### src/rtl/gsag_pkg.sv
// Package with the shared types and codes of the gather/scatter address generator.
package gsag_pkg;

    localparam int ENTRY_BITS = 32;
    localparam int CFG_BITS   = 48;
    localparam int CFG_IDX_BITS = 3;
    localparam int ADDR_BITS  = 48;

    typedef enum logic [2:0] {
        OP_CLEAR   = 3'd0,
        OP_MAIN    = 3'd1,
        OP_GATHER  = 3'd2,
        OP_SCATTER = 3'd3,
        OP_STEP    = 3'd4
    } op_t;

    typedef enum logic [2:0] {
        KM_GATHER       = 3'd0,
        KM_SCATTER      = 3'd1,
        KM_GS           = 3'd2,
        KM_MULTIGATHER  = 3'd3,
        KM_MULTISCATTER = 3'd4
    } kmode_t;

    typedef enum logic [2:0] {
        CFG_KERNEL_MODE   = 3'd0,
        CFG_SOURCE_BASE   = 3'd1,
        CFG_TARGET_BASE   = 3'd2,
        CFG_GATHER_DELTA  = 3'd3,
        CFG_SCATTER_DELTA = 3'd4,
        CFG_WRAP_COUNT    = 3'd5,
        CFG_REPEAT_COUNT  = 3'd6,
        CFG_ACCESS_BYTES  = 3'd7
    } cfg_idx_t;

    typedef struct packed {
        logic [2:0]  op;
        logic [31:0] entry_value;
    } in_item_t;

    typedef struct packed {
        logic [ADDR_BITS-1:0] address;
        logic                 is_write;
        logic [6:0]           size_bytes;
        logic                 last;
        logic                 run_done;
        logic                 index_error;
    } out_item_t;

    // Back-end sequencer states.
    typedef enum logic [2:0] {
        BK_IDLE,
        BK_READ1,
        BK_READ2,
        BK_MUL,
        BK_EMIT_RD,
        BK_EMIT_WR
    } bk_state_t;

endpackage

### src/rtl/gsag_front.sv
// Front end: accepts beats, writes the tables and keeps their lengths, queues step commands.
module gsag_front #(
    parameter int TABLE_DEPTH = 1024
) (
    input  logic                     clk,
    input  logic                     rst_n,
    input  logic                     start,
    input  gsag_pkg::in_item_t       item,
    input  logic                     back_idle,
    input  logic                     pop,
    output logic                     busy,
    output logic                     step_valid,
    output logic                     we_main,
    output logic                     we_gather,
    output logic                     we_scatter,
    output logic [$clog2(TABLE_DEPTH)-1:0] waddr,
    output logic [31:0]              wdata,
    output logic [$clog2(TABLE_DEPTH):0] main_len,
    output logic [$clog2(TABLE_DEPTH):0] gather_len,
    output logic [$clog2(TABLE_DEPTH):0] scatter_len,
    output logic                     clear_run
);
    import gsag_pkg::*;

    localparam int LW = $clog2(TABLE_DEPTH) + 1;
    localparam int AW = $clog2(TABLE_DEPTH);
    localparam logic [LW-1:0] FULL = LW'(TABLE_DEPTH);

    logic [LW-1:0] main_len_reg, gather_len_reg, scatter_len_reg;
    logic [1:0]    q_cnt_reg, q_cnt_next;
    logic          accept, push, is_clear, is_step;

    // Steps queue as a count; any other beat waits for the back end to drain,
    // so table contents and lengths never change under a queued step.
    assign is_clear = (op_t'(item.op) == OP_CLEAR);
    assign is_step  = (op_t'(item.op) == OP_STEP);
    assign busy   = (q_cnt_reg == 2'd2) || (!is_step && (!back_idle || q_cnt_reg != 2'd0));
    assign accept = start && !busy;
    assign push   = accept && is_step;
    assign clear_run = accept && is_clear;

    always_comb
    begin
        q_cnt_next = q_cnt_reg;
        case ({push, pop})
            2'b10:   q_cnt_next = q_cnt_reg + 2'd1;
            2'b01:   q_cnt_next = q_cnt_reg - 2'd1;
            default: q_cnt_next = q_cnt_reg;
        endcase
    end

    // Table appends.
    always_comb
    begin
        we_main    = 1'b0;
        we_gather  = 1'b0;
        we_scatter = 1'b0;
        waddr      = '0;
        case (op_t'(item.op))
            OP_MAIN:
            begin
                we_main = accept && (main_len_reg != FULL);
                waddr   = main_len_reg[AW-1:0];
            end
            OP_GATHER:
            begin
                we_gather = accept && (gather_len_reg != FULL);
                waddr     = gather_len_reg[AW-1:0];
            end
            OP_SCATTER:
            begin
                we_scatter = accept && (scatter_len_reg != FULL);
                waddr      = scatter_len_reg[AW-1:0];
            end
            default: waddr = '0;
        endcase
    end
    assign wdata = item.entry_value;

    always_ff @(posedge clk or negedge rst_n)
    begin
        if (!rst_n)
        begin
            main_len_reg    <= '0;
            gather_len_reg  <= '0;
            scatter_len_reg <= '0;
            q_cnt_reg       <= '0;
        end
        else
        begin
            q_cnt_reg <= q_cnt_next;
            if (clear_run)
            begin
                main_len_reg    <= '0;
                gather_len_reg  <= '0;
                scatter_len_reg <= '0;
            end
            if (we_main)
            begin
                main_len_reg <= main_len_reg + LW'(1);
            end
            if (we_gather)
            begin
                gather_len_reg <= gather_len_reg + LW'(1);
            end
            if (we_scatter)
            begin
                scatter_len_reg <= scatter_len_reg + LW'(1);
            end
        end
    end

    assign step_valid  = (q_cnt_reg != 2'd0);
    assign main_len    = main_len_reg;
    assign gather_len  = gather_len_reg;
    assign scatter_len = scatter_len_reg;

endmodule

### config.mk
export PLATFORM = sky130hd
export DESIGN_NAME = gsag_front
export DESIGN_NICKNAME = d
export VERILOG_FILES = /design/src/rtl/gsag_pkg.sv /design/src/rtl/gsag_front.sv
export SDC_FILE = /design/constraint.sdc
export NUM_CORES = 1
export LEC_CHECK = 0
export ABC_CLOCK_PERIOD_IN_PS = 3200
export BUFFER_PORTS_ARGS = -buffer_cell sky130_fd_sc_hd__buf_2
export CELL_PAD_IN_SITES_DETAIL_PLACEMENT = 1
export CELL_PAD_IN_SITES_GLOBAL_PLACEMENT = 2
export CORE_MARGIN = 4
export CORE_UTILIZATION = 29
export DETAILED_ROUTE_END_ITERATION = 8
export PLACE_DENSITY = 0.95
export SKIP_LAST_GASP = 1
export SLEW_MARGIN = 5
export SYNTH_ARGS = -nofsm -noshare
export SYNTH_HDL_FRONTEND = slang
export SYNTH_SLANG_ARGS = --single-unit
### constraint.sdc
create_clock -name clk -period 3.2 [get_ports clk]
set_input_delay 0.16 -clock clk [delete_from_list [all_inputs] [get_ports clk]]
set_output_delay 0.16 -clock clk [all_outputs]
set_load 0.005 [all_outputs]
==> impl_metrics.env <==
export IMPL_wl_met2_um=3881
export IMPL_place_area_mm2=0.002925
export IMPL_end_kind="primary output"
export IMPL_hpwl_um=6214
export IMPL_cts_setup_buffers=0
export IMPL_cts_made_buffers=5
export IMPL_synthArstFlopShare_pct=100.0
export IMPL_finalSetupViolCount=0
export IMPL_grt_pass1_wl_um=14030
export IMPL_clock_root_buffer="clkbuf_8"
export IMPL_grt_total_usage_pct=15.46
export IMPL_ff2ff_path_depth=6
export IMPL_drive_gt1_share_pct=24.63
export IMPL_clk_latency_ns=0.30
export IMPL_min_from="pop"
export IMPL_r2r_end="gather_len[2]$_DFFE_PN0P_"
export IMPL_antenna_found_initial=0
export IMPL_p_leak_nw=1.360
export IMPL_cts_sinks=35
export IMPL_final_area_mm2=0.003023
export IMPL_clockBufferDepth=2
export IMPL_dieArea_mm2=0.01130
export IMPL_tns_ns=0
export IMPL_slowest_stage="nand4_1"
export IMPL_power_per_cell_area_mw_per_mm2=634.9
export IMPL_area_growth_pct=7.905
export IMPL_critPathLaunchType="flip-flop"
export IMPL_post_synth_and_or_nand_nor_area_fraction_pct=26.17
export IMPL_maxClockFrequency_mhz=395.1
export IMPL_yosysTopAreaCellShare_pct=31.26
export IMPL_cts_tree="yes"
export IMPL_rsz0062_at_grt="false"
export IMPL_vias=2539
export IMPL_synth_compound_area_share_pct=18.98
export IMPL_finalHoldViolCount=0
export IMPL_cp_arrival_ns=2.37
export IMPL_cpLargestDelayFamily="simple AND/OR/NAND/NOR gates"
export IMPL_hold_class="primary input to flip-flop"
export IMPL_cp_cell_sequence="inv_1 > ha_1 > nor4b_2 > nand4_1 > nand2_2 > inv_1 > buf_2"
export IMPL_wl_um=8444
export IMPL_maxCapViolCount=0
export IMPL_avgSynthCellArea_um2=8.673
export IMPL_die_height_um=106.3
export IMPL_synth_area_mm2=0.002801
export IMPL_yosys_cell_types_count=54
export IMPL_path_buf_inv=3
export IMPL_wl_per_cell_um=17.97
export IMPL_htreeDepth=2
export IMPL_rrSetupSlack_ns=0.86
export IMPL_drc=0
export IMPL_path_max_fanout=12
export IMPL_final_instance_count_excl_fill=470
export IMPL_synth_nets=370
export IMPL_status="complete, no violations"
export IMPL_tightestPinTransition_ns=0.8573
export IMPL_grt_pass1_vias=2637
export IMPL_whs_path_depth=3
export IMPL_grt_ovfl_total=0
export IMPL_grt_max_degree=36
export IMPL_skew_ns=0.01009
export IMPL_rows=35
export IMPL_core_mm2=0.009328
export IMPL_synthMuxAreaShare_pct=3.930
export IMPL_wl_met3_um=458
export IMPL_slew_headroom_pct=42.85
export IMPL_synth_edff_count=0
export IMPL_crit_top_cell="inv_1"
export IMPL_io_buffers=56
export IMPL_path_class="flip-flop to primary output"
export IMPL_viasPerCell=5.402
export IMPL_gp_congestion=0.7781
export IMPL_placed_cells=462
export IMPL_ys_ff_latch=35
export IMPL_synth_top_family_by_area="simple AND/OR/NAND/NOR gates"
export IMPL_hold_buffers=1
export IMPL_yosys_area_top_type="dfrtp_1"
export IMPL_r2r_start="gather_len[0]$_DFFE_PN0P_"
export IMPL_seq_area_frac_synth_pct=31.26
export IMPL_synth_main_ff_cell="dfrtp_1"
export IMPL_required_ns=3.04
export IMPL_synthAdderAreaFrac_pct=3.126
export IMPL_drt_first_pass_iters=4
export IMPL_drv_slew=0
export IMPL_holdPathEnd="q_cnt_reg[0]$_DFFE_PN0P_"
export IMPL_cts_resized=0
export IMPL_yosys_area_share_xor_xnor_pct=1.563
export IMPL_nNetsFinal=388
export IMPL_peakVddDrop_uv=237.1
export IMPL_num_io_pins=121
export IMPL_fin_util_pct=32.41
export IMPL_start_util_pct=30.03
export IMPL_ant_nets=0
export IMPL_ys_warnings_count=0
export IMPL_final_min_clock_period_ns=2.531
export IMPL_die_w_um=106.3
export IMPL_synthTopCellsByArea="dfrtp_1 (31%), buf_4 (9.1%), nor2_1 (4.3%), mux2i_1 (3.9%), nand3_1 (3.9%)"
export IMPL_finalCritPeriodShare_pct=79.10
export IMPL_path_clk_slew_ns=0.07
export IMPL_critPathMaxStageDelay_ns=0.47
export IMPL_synth_cells=323
export IMPL_pre_cts_slack_ns=0.8695
export IMPL_highest_layer="met4"
export IMPL_m1WireLength_um=4004
export IMPL_setup_slack_ns=0.6687
export IMPL_drt_iter0_drc=94
export IMPL_antenna_diode_count=0
[routing by layer]
layer | vias to the layer above | track usage [%]
met3 | 16 | 2.732
met4 | 0 | 4.440
met5 | - | 0
met1 | 1260 | 21.32
li1 | 1187 | -
met2 | 76 | 24.75
[cell usage after synthesis, types with 2 or more instances]
master     instances
and4_1             5
and3_1             8
nor4_1             2
nand4b_1           2
mux2i_1           11
nor3_1             3
inv_1             21
o2111ai_1          3
xnor2_1            4
o21ai_1            8
nor2b_1            2
or3_1              4
nor4_4             2
buf_2              8
a31oi_1           17
a21oi_1           12
dfrtp_1           35
nand2_1           15
o21ai_0            5
ha_1               7
buf_4             34
o221ai_2           6
o211ai_1           3
nand4_1            7
a22o_1             3
o2bb2ai_1          2
inv_2              2
o221ai_1           3
a41oi_1            3
nor2_1            32
nand3_1           22
o21a_1             2
nand3b_1           5
buf_6              2
clkbuf_1           4
[cell families after synthesis]
logic type	count (synthesis)
adders and majority gates	7
muxes	11
DFF	35
AOI/OAI and AO/OA	71
and+or+nand+nor	123
buffers and inverters	71
xor gates and xnor gates	5
[through the flow]
step / hold slack (ns) / power (mW)
floorplan: -0.1356 / 1.265
CTS: 0.2148 / 1.944
global placement: 0.3132 / 1.540
finish: 0.2192 / 1.919
detailed placement: 0.3200 / 1.590
global route: 0.2456 / 2.084
[worst min-delay path, delay by kind of cell]
family / cells / cell delay, ns
buffers and inverters: 1 / 0.08
XOR/XNOR: 1 / 0.07
adder cells (fa/ha/maj): 1 / 0.16
[power breakdown]
part	switching, mW	leakage [nW]	total, mW	internal (mW)
combinational	0.383	0.868	0.726	0.343
sequential	0.273	0.445	0.847	0.575
clock	0.176	0.0470	0.346	0.169
[final cells by class]
class	instances	area (µm²)
fillers	1115	6305
multi-input cells	217	1506
flip-flops and latches	35	875.8
repair buffers	59	305.3
well taps	129	161.4
inverters	23	86.33
clock buffers	6	82.58
clock inverters	1	5.005
[placed cells by master (no fill, tap or decap), types with 2 or more instances in the layout]
cell type,instances
o221ai_1,3
a21oi_1,12
clkbuf_8,6
nand3_1,22
o2bb2ai_1,2
o211ai_1,3
inv_2,2
o21a_1,2
o2111ai_1,3
and3_1,8
nand4b_1,2
a31oi_1,17
a22o_1,3
ha_1,7
nor4_1,2
a41oi_1,3
xnor2_1,4
buf_4,2
nor2_1,32
nor4_4,2
nand4_1,7
nand2_1,15
nor2b_1,2
nand3b_1,5
and4_1,5
mux2i_1,11
nor3_1,3
dfrtp_1,35
o221ai_2,6
o21ai_0,5
or3_1,4
o21ai_1,8
buf_2,56
inv_1,21
[how the worst max path moves through the flow]
stage	start	to	slack [ns]	depth (start not counted)
2_1_floorplan	scatter_len[0]$_DFFE_PN0P_	scatter_len[10]$_DFFE_PN0P_	1.52	6
4_1_cts	gather_len[0]$_DFFE_PN0P_	we_gather	0.64	7
3_3_place_gp	gather_len[0]$_DFFE_PN0P_	gather_len[8]$_DFFE_PN0P_	0.88	6
3_5_place_dp	gather_len[0]$_DFFE_PN0P_	gather_len[2]$_DFFE_PN0P_	0.87	6
6_report	gather_len[0]$_DFFE_PN0P_	we_gather	0.67	7
5_1_grt	gather_len[0]$_DFFE_PN0P_	we_gather	0.48	7
(Power assumes the default switching activity.)
